<file path="src/q2e_pkg.sv">
`timescale 1ns / 1ps
`default_nettype none
package q2e_pkg;
  localparam int SumW = 36;
  localparam int CordW = 40;
  localparam logic signed [SumW-1:0] OneQ28 = SumW'(64'sd268435456);
  localparam logic signed [33:0] HalfTurn = 34'sd2147483648;
  localparam logic signed [15:0] PiQ13 = 16'sd25736;
  localparam logic signed [15:0] HalfPiQ13 = 16'sd12868;
  localparam logic [15:0] RadScale = 16'd51472;

  function automatic logic [29:0] atan_val(input int i);
    logic [29:0] t [32];
    t = '{30'd536870912, 30'd316933406, 30'd167458907, 30'd85004756, 30'd42667331,
          30'd21354465, 30'd10679838, 30'd5340245, 30'd2670163, 30'd1335087,
          30'd667544, 30'd333772, 30'd166886, 30'd83443, 30'd41722, 30'd20861,
          30'd10430, 30'd5215, 30'd2608, 30'd1304, 30'd652, 30'd326, 30'd163,
          30'd81, 30'd41, 30'd20, 30'd10, 30'd5, 30'd3, 30'd1, 30'd1, 30'd0};
    return t[i & 31];
  endfunction
endpackage
`default_nettype wire

</file>
<file path="src/q2e_isqrt.sv">
`timescale 1ns / 1ps
`default_nettype none
module q2e_isqrt (
  input  wire logic clk,
  input  wire logic rst,
  input  wire logic en,
  input  wire logic in_valid,
  input  wire logic [56:0] in_v,
  input  wire logic signed [q2e_pkg::CordW-1:0] in_s,
  input  wire logic in_clamp,
  output logic out_valid,
  output logic [28:0] out_root,
  output logic signed [q2e_pkg::CordW-1:0] out_s,
  output logic out_clamp
);
  import q2e_pkg::*;
  localparam int N = 29;
  logic v [N+1];
  logic [57:0] rem [N+1];
  logic [28:0] res [N+1];
  logic signed [CordW-1:0] s [N+1];
  logic c [N+1];

  always_ff @(posedge clk) begin
    if (rst) begin
      v[0] <= 1'b0;
    end else if (en) begin
      v[0] <= in_valid;
    end
    if (en) begin
      rem[0] <= 58'(in_v); res[0] <= '0; s[0] <= in_s; c[0] <= in_clamp;
    end
  end

  for (genvar i = 0; i < N; i++) begin : g_bit
    localparam int Sh = 2 * (N - 1 - i);
    logic [57:0] trial;
    assign trial = ({29'd0, res[i]} << (Sh + 2)) | (58'd1 << Sh);
    always_ff @(posedge clk) begin
      if (rst) begin
        v[i+1] <= 1'b0;
      end else if (en) begin
        v[i+1] <= v[i];
      end
      if (en) begin
        s[i+1] <= s[i]; c[i+1] <= c[i];
        if (rem[i] >= trial) begin
          rem[i+1] <= rem[i] - trial; res[i+1] <= {res[i][27:0], 1'b1};
        end else begin
          rem[i+1] <= rem[i]; res[i+1] <= {res[i][27:0], 1'b0};
        end
      end
    end
  end

  assign out_valid = v[N];
  assign out_root = res[N];
  assign out_s = s[N];
  assign out_clamp = c[N];
endmodule
`default_nettype wire

</file>
<file path="config.mk">
export PLATFORM = sky130hd
export DESIGN_NAME = q2e_isqrt
export DESIGN_NICKNAME = d
export VERILOG_FILES = /design/src/q2e_pkg.sv /design/src/q2e_isqrt.sv
export SDC_FILE = /design/constraint.sdc
export NUM_CORES = 2
export LEC_CHECK = 0
export BUFFER_PORTS_ARGS = -buffer_cell sky130_fd_sc_hd__buf_2
export CAP_MARGIN = 20
export CORE_MARGIN = 5
export CORE_UTILIZATION = 50
export DETAILED_ROUTE_END_ITERATION = 10
export PLACE_DENSITY = 0.76
export SYNTH_ARGS = -nofsm -noshare
export SYNTH_HDL_FRONTEND = slang
export SYNTH_SLANG_ARGS = --single-unit
</file>
<file path="constraint.sdc">
create_clock -name clk -period 5 [get_ports clk]
set_input_delay 0.25 -clock clk [delete_from_list [all_inputs] [get_ports clk]]
set_output_delay 0.25 -clock clk [all_outputs]
set_load 0.02 [all_outputs]
</file>
==> summary.md <==
| Metric | Value |
|---|---|
| Status | `complete, no violations` |
| Rows | `193` |
| Vias per cell | `5.555` |
| Cell area after synthesis | `0.1384 mm²` |
| Die Y | `roughly 540 µm` |
| WL final | `297.2 mm` |
| Yosys cell types | `83` |
| Ports | `173` |
| Commonest non-fill, non-tap cell in the layout | `edfxtp_1` |
| Dpl cell area | `0.1440 mm²` |
| Iteration-0 DRC Markers | `5878` |
| Crit path required time | `5.61 ns` |
| Number of synthesized flops with an enable pin | `3375` |
| CP Max Fanout | `12` |
| Worst setup EP type | `flop` |
| First-pass GRT wire length | `~460 mm` |
| Pre-antenna DRT Iters | `6` |
| Routability congestion estimate | `0.9530` |
| Reg clk slew, reported paths | `~0.07 ns` |
| Post-DP HPWL | `approximately 200 mm` |
| Final Hold Violating Endpoints | `0` |
| Fraction of layout cells with a size suffix above 1 | `8.841%` |
| Routed WL per cell | `between 20 and 25 µm` |
| Synth Net Count | `9839` |
| Register area share after synthesis | `73.22%` |
| Slew Limit Fails | `0` |
| CTS sink cnt | `between 3000 and 4000` |
| Remaining antenna violation count | `0` |
| Synth area leader | `edfxtp_1` |
| CP Launch Type | `flop` |
| Largest net degree at the start of global routing | `around 200` |
| Comb power frac | `15.4%` |
| Die area | `0.2875 mm²` |
| Critical Path Slowest Stage Cell | `nor4_2` |
| Sequential Power Share | `50.2%` |
| CTS H-Tree Depth | `5` |
| Pwr Density | `between 400 and 500 mW/mm²` |
| RR Startpoint | `rem[1][494]` |
| DR vias | `76520` |
| Post-cts resize count | `0` |
| Pleak | `56.71 nW` |
| CP top delay family | `simple AND/OR/NAND/NOR gates` |
| Crit path time final | `4.804 ns` |
| Post-route design area | `0.1563 mm²` |
| Async S/R FF share, synth | `0%` |
| Clock Power Share | `34.4%` |
| Measured slew at the worst slew-check pin | `1.148 ns` |
| Drc violations | `0` |
| Total grt overflow | `0` |
| Core Footprint | `0.2760 mm²` |
| Nets | `10360` |
| Worst Hold Class | `primary input to flop` |
| Int Power | `53.82 mW` |
| Critical Path, Cell by Cell | `ha_1 > and4_1 > nand4_1 > nor4_2 > nand4_1 > and4b_1 > inv_1 > nor2_1 > buf_4 > a2111oi_0 > nand3_1 > xnor2_1` |
| Yosys warns | `0` |
| WS Path Type | `flop to flop` |
| Initial antenna violation count | `6` |
| Initial Util | `about 50%` |
| Switching pwr | `19.54 mW` |
| Post-Syn Instances | `just over 9000` |
| GR Util All Layers | `20.48%` |
| Most frequent cells in the layout | `edfxtp_1 (3375), nand2_1 (591), inv_1 (580)` |
| Avg Synthesized Cell Area | `14.92 µm²` |
| Sw Ratio | `26.64%` |
| Fmax | `0.2082 GHz` |
| Critical path's largest stage delay | `0.85 ns` |
| Final period utilization | `between 90% and 100%` |
| Synth top area share | `73.21%` |
| Synth top area cells | `edfxtp_1 (73%), ha_1 (4.2%), xor2_1 (2.3%), xnor2_1 (2.1%), o21ai_0 (1.7%)` |
| VDD IR max | `473.3 µV` |
| Critical path arrival | `about 5.4 ns` |
| Syn-to-layout area delta | `12.89%` |
| Vias in the first global route | `78130` |
| CTS tree | `done` |
| Final Total Pwr | `73.36 mW` |
| Hold_sp | `in_s[17]` |
| IO buf count | `172` |
| Most common cell type on the critical path | `nand4_1` |
| CTS Root Cell | `clkbuf_16` |
| RSZ-0062 raised after global routing | `no` |
| Buf+Inv Stages, Crit Path | `2` |
| Most used flip-flop cell after synthesis | `edfxtp_1` |
| Worst Skew | `around 0.058 ns` |
| Setup-failing EPs final | `0` |
| #FFs+latches synth | `3376` |
| Slew Limit Headroom | `between 20% and 30%` |
| # Max-Cap Violations | `0` |
| Final hold slack | `0.05598 ns` |
| Clk_lat worst skew | `0.89 ns` |
| Setup crit start | `rem[1][494]` |
| Chip width | `536.2 µm` |
| Inserted Clock Buffers | `337` |
| Longest Clk Path Bufs | `4` |
stage by stage:
| step | setup slack, ns | utilization [%] | setup TNS, ns | cells |
|---|---|---|---|---|
| 2_1_floorplan | 1.207 | - | 0 | 9277 |
| 3_3_place_gp | -0.3605 | 52.16 | -2.282 | 13030 |
| 3_5_place_dp | 0.3189 | 52.17 | 0 | 13040 |
| 4_1_cts | 0.3211 | 56.62 | 0 | 13770 |
| 5_1_grt | 0.09188 | 56.62 | 0 | 13770 |
| 6_report | 0.1959 | 56.62 | 0 | 13780 |
per-layer routing:
| metal | up-vias | GRT usage (%) | part of all wire (%) |
|---|---|---|---|
| met4 | 2 | 9.519 | 5.1 |
| met5 | - | 0 | 0.0044 |
| met3 | 692 | 3.167 | 5.5 |
| met2 | 2530 | 36.42 | 51 |
| met1 | 37270 | 24.50 | 38 |
| li1 | 36030 | - | - |
power groups by stage:
stage | Sequential, mW | Combinational (mW) | Clock, mW
6_report | 36.8 | 11.3 | 25.2
5_1_grt | 37.1 | 12.5 | 27.1
4_1_cts | 36.8 | 11.2 | 25.8
3_5_place_dp | 37.3 | 11.1 | 0
3_3_place_gp | 37.2 | 11.0 | 0
2_1_floorplan | 36.4 | 7.91 | 0
final timing paths:
kind / end / slack (ns) / cells past startpoint
setup / recovery: rem[1][578] / 0.20 / 12
hold / removal: s[0][17] / 0.06 / 2
setup reg to reg: rem[1][578] / 0.20 / 12
hold reg to reg: s[2][258] / 0.39 / 0
final cells by class:
| cell class | instances | area (µm²) |
|---|---|---|
| clock inverter | 217 | 2315 |
| sequential | 3376 | 101400 |
| tap | 3705 | 4636 |
| multi-input combinational | 5097 | 33980 |
| antenna | 3 | 7.507 |
| fill | 20830 | 119700 |
| clock buffer | 396 | 8740 |
| timing repair buffer | 398 | 3048 |
| inverter | 583 | 2188 |
registers in the layout, summed over array words and instances (netlist names):
name,cells
res,435
s,1200
rem,1681
v,30
c,30
worst reg2reg max path, stage by stage, from the launching register on:
cell       delay, ns
edfxtp_1        0.40
ha_1            0.44
and4_1          0.31
nand4_1         0.16
nor4_2          0.85
nand4_1         0.62
and4b_1         0.45
inv_1           0.08
nor2_1          0.05
buf_4           0.19
a2111oi_0       0.64
nand3_1         0.18
xnor2_1         0.18
synthesized netlist by cell type, drive strengths merged, types with 52 or more instances:
cell type,n
a21o,169
a21oi,409
and2,52
clkbuf,173
edfxtp,3375
ha,460
inv,581
mux2,56
nand2,591
nand2b,98
nand3,143
nand4,131
nor2,468
nor2b,70
nor3,225
nor4,286
o21a,74
o21ai,478
or3,95
xnor2,339
xor2,371
cell families (layout without fill, tap and decap cells):
| family | after synthesis | after routing | synth area share (%) |
|---|---|---|---|
| DFF | 3376 | 3376 | 73.22 |
| and+or+nand+nor | 2412 | 2412 | 8.938 |
| AOI/OAI and AO/OA | 1446 | 1446 | 6.345 |
| buffers and inverters | 804 | 1594 | 2.295 |
| xor gates and xnor gates | 710 | 710 | 4.492 |
| adders and majority gates | 460 | 460 | 4.158 |
| muxes | 69 | 69 | 0.5495 |
| other | 0 | 3 | 0 |
what timing repair did:
action,in CTS,in global routing
hold endpoints to repair,155,0
buffers inserted,0,0
hold buffers,122,0
No activity file was read; power rests on OpenSTA's default activity.
